===== src/rtl/fmrx_pkg.sv =====
// Shared types, constants and arithmetic helpers for the FM receive audio filter.
// Used by fmrx_mac and fm_rx_audio_unpack_filter; depends on nothing else.
package fmrx_pkg;

    // Sequencer states of the filter engine
    typedef enum logic [3:0] {
        ST_IDLE,
        ST_GAIN_MUL,
        ST_GAIN_SAT,
        ST_MAC,
        ST_DRAIN,
        ST_ROUND,
        ST_SCALE_MUL,
        ST_SCALE_SAT,
        ST_OUT
    } seq_state_t;

    // Control word for the shared multiply-accumulate unit
    typedef struct packed {
        logic mul_en;    // load the product register
        logic acc_en;    // fold this product into the accumulator
        logic acc_load;  // first term: load instead of add
    } mac_ctrl_t;

    // Configuration register indexes
    localparam logic [0:0] CFG_RX_GAIN   = 1'b0;
    localparam logic [0:0] CFG_DEEMPH_EN = 1'b1;

    localparam logic [15:0] RX_GAIN_RESET = 16'd4096;

    // Filter shape
    localparam int DE_TERMS = 3;
    localparam int BQ_TERMS = 5;
    localparam int BQ_ROWS  = 3;

    // Q28 linear gains
    localparam logic signed [31:0] DEEMPH_GAIN = 32'sd674279380;
    localparam logic signed [31:0] STAGE_GAIN  = 32'sd337940217;

    // Rounding offset for a right shift by 28
    localparam logic signed [63:0] ROUND_HALF_Q28 = 64'sd134217728;

    localparam logic signed [31:0] INT32_MAX = 32'sh7FFF_FFFF;
    localparam logic signed [31:0] INT32_MIN = 32'sh8000_0000;

    // De-emphasis coefficients, feedback term already negated: b0, b1, -a1
    function automatic logic signed [31:0] de_coef(input logic [2:0] k);
        logic signed [31:0] c;
        unique case (k)
            3'd0:    c = 32'sd20693118;
            3'd1:    c = 32'sd20693118;
            3'd2:    c = 32'sd227049220;
            default: c = '0;
        endcase
        return c;
    endfunction

    // Biquad coefficients per row, feedback terms negated: b0, b1, b2, -a1, -a2
    function automatic logic signed [31:0] bq_coef(input logic [1:0] row,
                                                   input logic [2:0] k);
        logic signed [31:0] c;
        c = '0;
        unique case (row)
            2'd0:
            begin
                unique case (k)
                    3'd0:    c = 32'sd79175113;
                    3'd1:    c = 32'sd0;
                    3'd2:    c = -32'sd79175113;
                    3'd3:    c = 32'sd164778095;
                    3'd4:    c = 32'sd15343413;
                    default: c = '0;
                endcase
            end
            2'd1:
            begin
                unique case (k)
                    3'd0:    c = 32'sd268435456;
                    3'd1:    c = 32'sd536870912;
                    3'd2:    c = 32'sd268435456;
                    3'd3:    c = -32'sd266989206;
                    3'd4:    c = -32'sd162416390;
                    default: c = '0;
                endcase
            end
            2'd2:
            begin
                unique case (k)
                    3'd0:    c = 32'sd268435456;
                    3'd1:    c = -32'sd536870912;
                    3'd2:    c = 32'sd268435456;
                    3'd3:    c = 32'sd494312725;
                    3'd4:    c = -32'sd236356050;
                    default: c = '0;
                endcase
            end
            default: c = '0;
        endcase
        return c;
    endfunction

    // Saturate a 64-bit value to 32 bits
    function automatic logic signed [31:0] sat32(input logic signed [63:0] v);
        logic signed [31:0] r;
        if (v[63:31] == {33{v[63]}})
            r = v[31:0];
        else if (v[63])
            r = INT32_MIN;
        else
            r = INT32_MAX;
        return r;
    endfunction

    // Round half up, shift right by 28, saturate to 32 bits
    function automatic logic signed [31:0] rnd_sat32(input logic signed [63:0] v);
        logic signed [63:0] u;
        logic signed [35:0] q;
        logic signed [31:0] r;
        u = v + ROUND_HALF_Q28;
        q = u[63:28];
        if (q[35:31] == {5{q[35]}})
            r = q[31:0];
        else if (q[35])
            r = INT32_MIN;
        else
            r = INT32_MAX;
        return r;
    endfunction

endpackage


===== src/rtl/fmrx_mac.sv =====
// Shared multiply-accumulate unit: registered 32x32 product, 64-bit accumulator
// and the rounding/saturation taps read by the sequencer. Depends on fmrx_pkg.
module fmrx_mac
(
    input  logic                  clk,
    input  logic                  rst_n,
    input  fmrx_pkg::mac_ctrl_t   ctrl,
    input  logic signed [31:0]    op_a,
    input  logic signed [31:0]    op_b,
    output logic signed [31:0]    prod_sat,
    output logic signed [31:0]    prod_rnd,
    output logic signed [31:0]    acc_rnd
);

    logic signed [63:0] prod_reg;
    logic signed [63:0] prod_next;
    logic signed [63:0] acc_reg;
    logic signed [63:0] acc_next;
    logic               acc_en_reg;
    logic               acc_load_reg;

    // Multiply, then fold the held product into the accumulator in the following cycle
    always_comb
    begin
        prod_next = ctrl.mul_en ? op_a * op_b : prod_reg;
        acc_next  = acc_reg;
        if (acc_en_reg)
        begin
            if (acc_load_reg)
                acc_next = prod_reg;
            else
                acc_next = acc_reg + prod_reg;
        end
    end

    always_ff @(posedge clk or negedge rst_n)
    begin
        if (!rst_n)
        begin
            acc_en_reg   <= 1'b0;
            acc_load_reg <= 1'b0;
        end
        else
        begin
            acc_en_reg   <= ctrl.acc_en;
            acc_load_reg <= ctrl.acc_load;
        end
    end

    always_ff @(posedge clk)
    begin
        prod_reg <= prod_next;
        acc_reg  <= acc_next;
    end

    // Result taps
    assign prod_sat = fmrx_pkg::sat32(prod_reg);
    assign prod_rnd = fmrx_pkg::rnd_sat32(prod_reg);
    assign acc_rnd  = fmrx_pkg::rnd_sat32(acc_reg);

endmodule

===== config.mk =====
export PLATFORM = sky130hd
export DESIGN_NAME = fmrx_mac
export DESIGN_NICKNAME = d
export VERILOG_FILES = /design/src/rtl/fmrx_pkg.sv /design/src/rtl/fmrx_mac.sv
export SDC_FILE = /design/constraint.sdc
export NUM_CORES = 2
export LEC_CHECK = 0
export BUFFER_PORTS_ARGS = -buffer_cell sky130_fd_sc_hd__clkbuf_2
export CORE_ASPECT_RATIO = 0.8
export CORE_UTILIZATION = 50
export CTS_BUF_LIST = sky130_fd_sc_hd__clkbuf_8 sky130_fd_sc_hd__clkbuf_16
export DETAILED_ROUTE_END_ITERATION = 8
export PLACE_DENSITY = 0.67
export SKIP_LAST_GASP = 1
export SLEW_MARGIN = 10
export SYNTH_ARGS = -nofsm -noshare
export SYNTH_HDL_FRONTEND = slang
export SYNTH_SLANG_ARGS = --single-unit
export TNS_END_PERCENT = 10

===== constraint.sdc =====
create_clock -name clk -period 3.6 [get_ports clk]
set_input_delay 0.36 -clock clk [delete_from_list [all_inputs] [get_ports clk]]
set_output_delay 0.36 -clock clk [all_outputs]
set_load 0.1 [all_outputs]

# Yosys cells after proc, flatten, opt, wreduce, memory -nomap -nowiden
# Index checks and enable logic that the tools add are counted.
[op_classes] n_addsub=3 mul=1 div_mod_pow=0 n_lt_le_gt_ge=0 n_eq_ne=3 n_shift=0 n_mux=7 bitwise=0 reduce_logical=0
[op_table] operator="32-bit 2-to-1 mux" count=6
[op_table] operator="64-bit by 29-bit adder with 64-bit output, second input constant" count=2
[op_table] operator="64-bit adder" count=1
[op_table] operator="32-bit by 32-bit multiplier with 64-bit output" count=1
[op_table] operator="64-bit 2-to-1 mux" count=1
[op_table] operator="32-bit equality test" count=1
[op_table] operator="4-bit equality test" count=2
[totals] reg_bits=130 latchBits=0 ramBits=0 romBits=0 out_inout_bits=96 n_memories=0

# Longest topological paths before layout
[logic_depth] depth_word=3 mapped_depth=30 ltp_nobuf=28

# Worst setup path after synthesis
# OpenSTA, ideal clock, no wires.
[synth_timing] path_kind="input -> register" start="in op_b[8]" end="reg prod_reg[62] (data pin)" setup_ns=0.272 arrival_ns=7.633 t_required_ns=3.328 path_slack_ns=-4.305 stages=24 cell_sequence="clkbuf_1 nand2_1 fa_1 inv_1 fa_1 fa_1 inv_1 fa_1 inv_1 fa_1 fa_1 fa_1 fa_1 ha_1 a211oi_1 nand2_1 or4b_4 a211oi_4 o21ai_2 a31oi_4 o21ai_2 a221o_1 nor4bb_1 or4_1"
[synth_via] elab_chain_cells=1
[synth_rtl] item="start: declaration" line_no="fmrx_mac.sv:9" text="input logic signed [31:0] op_b,"
[synth_rtl] item="32-bit by 32-bit multiplier with 64-bit output" line_no="fmrx_mac.sv:25" text="prod_next = ctrl.mul_en ? op_a * op_b : prod_reg;"
[synth_rtl] item="end signal: assignment" line_no="fmrx_mac.sv:52" text="prod_reg <= prod_next;"
[synth_rtl] item="end: declaration" line_no="fmrx_mac.sv:15" text="logic signed [63:0] prod_reg;"
# Every way passes these cells.
# A chain may end at the register's enable or synchronous reset.

# Worst setup path after layout
[layout_timing] start="in op_b[9]" end="reg prod_reg[62] (data pin)"
# Same word-level chain as after synthesis.

==> summary.md <==
| Metric | Value |
|---|---|
| Die area | 93500 sq um |
| Clock Path Buffers | 2 |
| Startpoint Class | input pin |
| Drt via density | 5.39 |
| Clk_skew | 12.0 ps |
| WP data required | 3770 ps |
| Initial antenna violation count | 4 |
| Critical path, cell by cell | clkbuf_16, buf_12, buf_4, nand2_1, fa_1, fa_1, fa_1, fa_1, inv_1, fa_2, fa_1, fa_1, fa_1, ha_4, a21o_1, o211ai_1, a31oi_1, a211oi_4, o21ai_4, a31oi_4, o21ai_2, a221o_1, nor4bb_1, or4_1 |
| Synth Instances | 4965 |
| Largest net degree at the start of global routing | 87 |
| Routed length per instance | 20.4 um |
| Max Clock Freq | 0.133 GHz |
| Grt ovf | 0 |
| Most frequent cell on the critical path | fa_1 |
| Commonest non-fill, non-tap cell in the layout | fa_1 |
| Clock transition at the registers of the reported paths | 60 ps |
| H-tree depth | 4 |
| Worst slew pin tran | 888 ps |
| CP Capture Type | register |
| DRT iter0 DRCs | 3262 |
| Post-synth top area share | 0.470 |
| Multi-input logic area | 38600 sq um |
| Core box area | 91300 sq um |
| Register area share after synthesis | 0.0844 |
| Nets | 6979 |
| Post-route insts no fill | 6805 |
| Pre-CTS setup slack | -4490 ps |
| Placer Congestion | 0.971 |
| Root buf cell | clkbuf_16 |
| Area delta synth->final | 22.3% |
| Status | finished, violations left |
| Synth area leaders | fa_1 47%, edfxtp_1 8.3%, inv_1 7.9% |
| Die Y | 274 um |
| IO Count | 165 |
| Min-Delay Path Class | in -> reg |
| Yosys top cell by area | fa_1 |
| Synth async-reset ratio | 0.0154 |
| Clk sink count | 130 |
| CP peak stage delay | 620 ps |
| Worst Path Max Fanout | 10 |
| Slew Limit Fails | 0 |
| Count of final setup violators | 157 |
| Commonest non-fill, non-tap cells in the layout | 1035 x fa_1, 950 x inv_1, 644 x nand2_1 |
| Syn nets | 6366 |
| Yosys cell types | 73 |
| Pre-antenna DRT Iters | 6 |
| Worst Path Arrival | 7690 ps |
| Drt drc | 0 |
| Max_cap viols | 0 |
| Dpl hpwl | 118000 um |
| Port Buffers | 164 |
| Storage cell area | 3900 sq um |
| Initial Util | 0.505 |
| Final core occ | 0.618 |
| Share of layout cells above drive strength 1 | 0.196 |
| Failing checks | negative setup slack |
| First-pass GRT wire length | 219000 um |
| #FFs+latches synth | 130 |
| Die width | 342 um |
| Worst relative slew slack | 0.408 |
| Final WS setup | -3920 ps |
| Synth warnings | 0 |
| CTS buffer count | 17 |
| Crit path max-delay cell type | fa_1 |
| Fill cell count | 7507 |
| Vias | 36600 |
| Tcrit/Tclk final | 2.09 |
| Row cnt | 99 |
| Fin. Hold Viols | 0 |
| Post-Syn Area | 46100 sq um |
| Average size of a mapped cell | 9.29 sq um |
| EDFF count, synth | 128 |
| Main synth FF type | edfxtp_1 |
| Cells after DPL | 6723 |
| Final ANT Viol Nets | 0 |
| Vias in the first global route | 38200 |
| Hold WS | 23.2 ps |
| RSZ-0062 raised after global routing | yes |
| WL final | 139000 um |
| CTS tree | done |
| GRT Overall Usage | 0.303 |
| Crit path kind | in -> reg |
| Minimum clock period | 7520 ps |
| Clock latency on the worst-skew pair | 440 ps |
-- cell type report --
type	instances	share of cell area
Multi-Input combinational cell	3602	0.684
Timing Repair Buffer	855	0.145
Sequential cell	130	0.0691
Inverter	972	0.0648
Tap cell	1212	0.0269
Clock buffer	17	0.00754
Clock inverter	15	0.00257
Antenna cell	2	0.0000887
-- path summary, 6_finish.rpt --
path / cells past startpoint / slack, ps / to / startpoint
hold / removal: 1 / 20 / acc_load_reg / ctrl[0]
setup reg to reg: 13 / -210 / acc_reg[44] / prod_reg[10]
min in group asynchronous: 2 / 230 / acc_load_reg / rst_n
setup / recovery: 24 / -3920 / prod_reg[62] / op_b[9]
hold reg to reg: 2 / 650 / acc_reg[4] / prod_reg[4]
max in group asynchronous: 2 / 3260 / acc_load_reg / rst_n
-- kinds of logic (layout without fill, tap and decap cells) --
| group | after synthesis | count (layout) | synth area share |
|---|---|---|---|
| adder cells (fa/ha/maj) | 1332 | 1332 | 0.537 |
| AND/OR/NAND/NOR | 1508 | 1508 | 0.162 |
| other | 0 | 2 | 0 |
| AO/OA/AOI/OAI | 559 | 559 | 0.0768 |
| multiplexers | 8 | 8 | 0.00190 |
| XOR/XNOR | 195 | 195 | 0.0370 |
| buffers and inverters | 1233 | 1859 | 0.100 |
| flip-flops | 130 | 130 | 0.0844 |
-- what timing repair did --
| item | CTS | global route |
|---|---|---|
| hold buffers | 1 | 0 |
| buffers inserted | 26 | 18 |
| hold endpoints to repair | 2 | 0 |
| pin swaps | 62 | 86 |
| gates resized for setup | 178 | 105 |
| cloned | 7 | 2 |
| endpoints found under the setup margin | 154 | 166 |
-- synth_stat cells (all sizes together) (4+ instances only) --
cell / number
o31a: 31
nand2: 660
a21boi: 4
a221oi: 5
clkbuf: 258
or4: 4
xor2: 97
o21bai: 15
o211ai: 4
edfxtp: 128
fa: 1083
nor2: 104
ha: 249
a21o: 63
nor3: 30
a31oi: 20
o41ai: 5
nand4: 33
nor2b: 24
and3: 25
o2111ai: 4
nor4: 11
and2: 520
a41oi: 5
nand2b: 22
inv: 971
a211oi: 23
mux2: 6
a21oi: 156
and4: 10
xnor2: 98
o21a: 17
nand3: 52
o31ai: 11
a211o: 8
o21ai: 161
-- through the flow --
stage,area [sq um],TNS (ps)
global placement,54200,-196570
global route,56400,-224800
floorplan,46700,-232720
finish,56400,-191360
detailed placement,54200,-200790
CTS,55900,-189530
-- per-layer routing --
metal / global-route usage / up-vias / part of all wire
met5: 0 / - / 0.00019
met4: 0.0463 / 4 / 0.016
met3: 0.0994 / 138 / 0.13
met2: 0.434 / 1736 / 0.41
met1: 0.453 / 18400 / 0.44
li1: - / 16400 / -
-- critical path: cells and delay by family --
family	cells	cell delay [ps]
adder cells (fa/ha/maj)	9	4380
AO/OA/AOI/OAI	8	1580
AND/OR/NAND/NOR	3	750
buffers and inverters	4	600
Power is not shown: default switching activity piles up to over one toggle a cycle in this logic, so the estimate is an artifact.
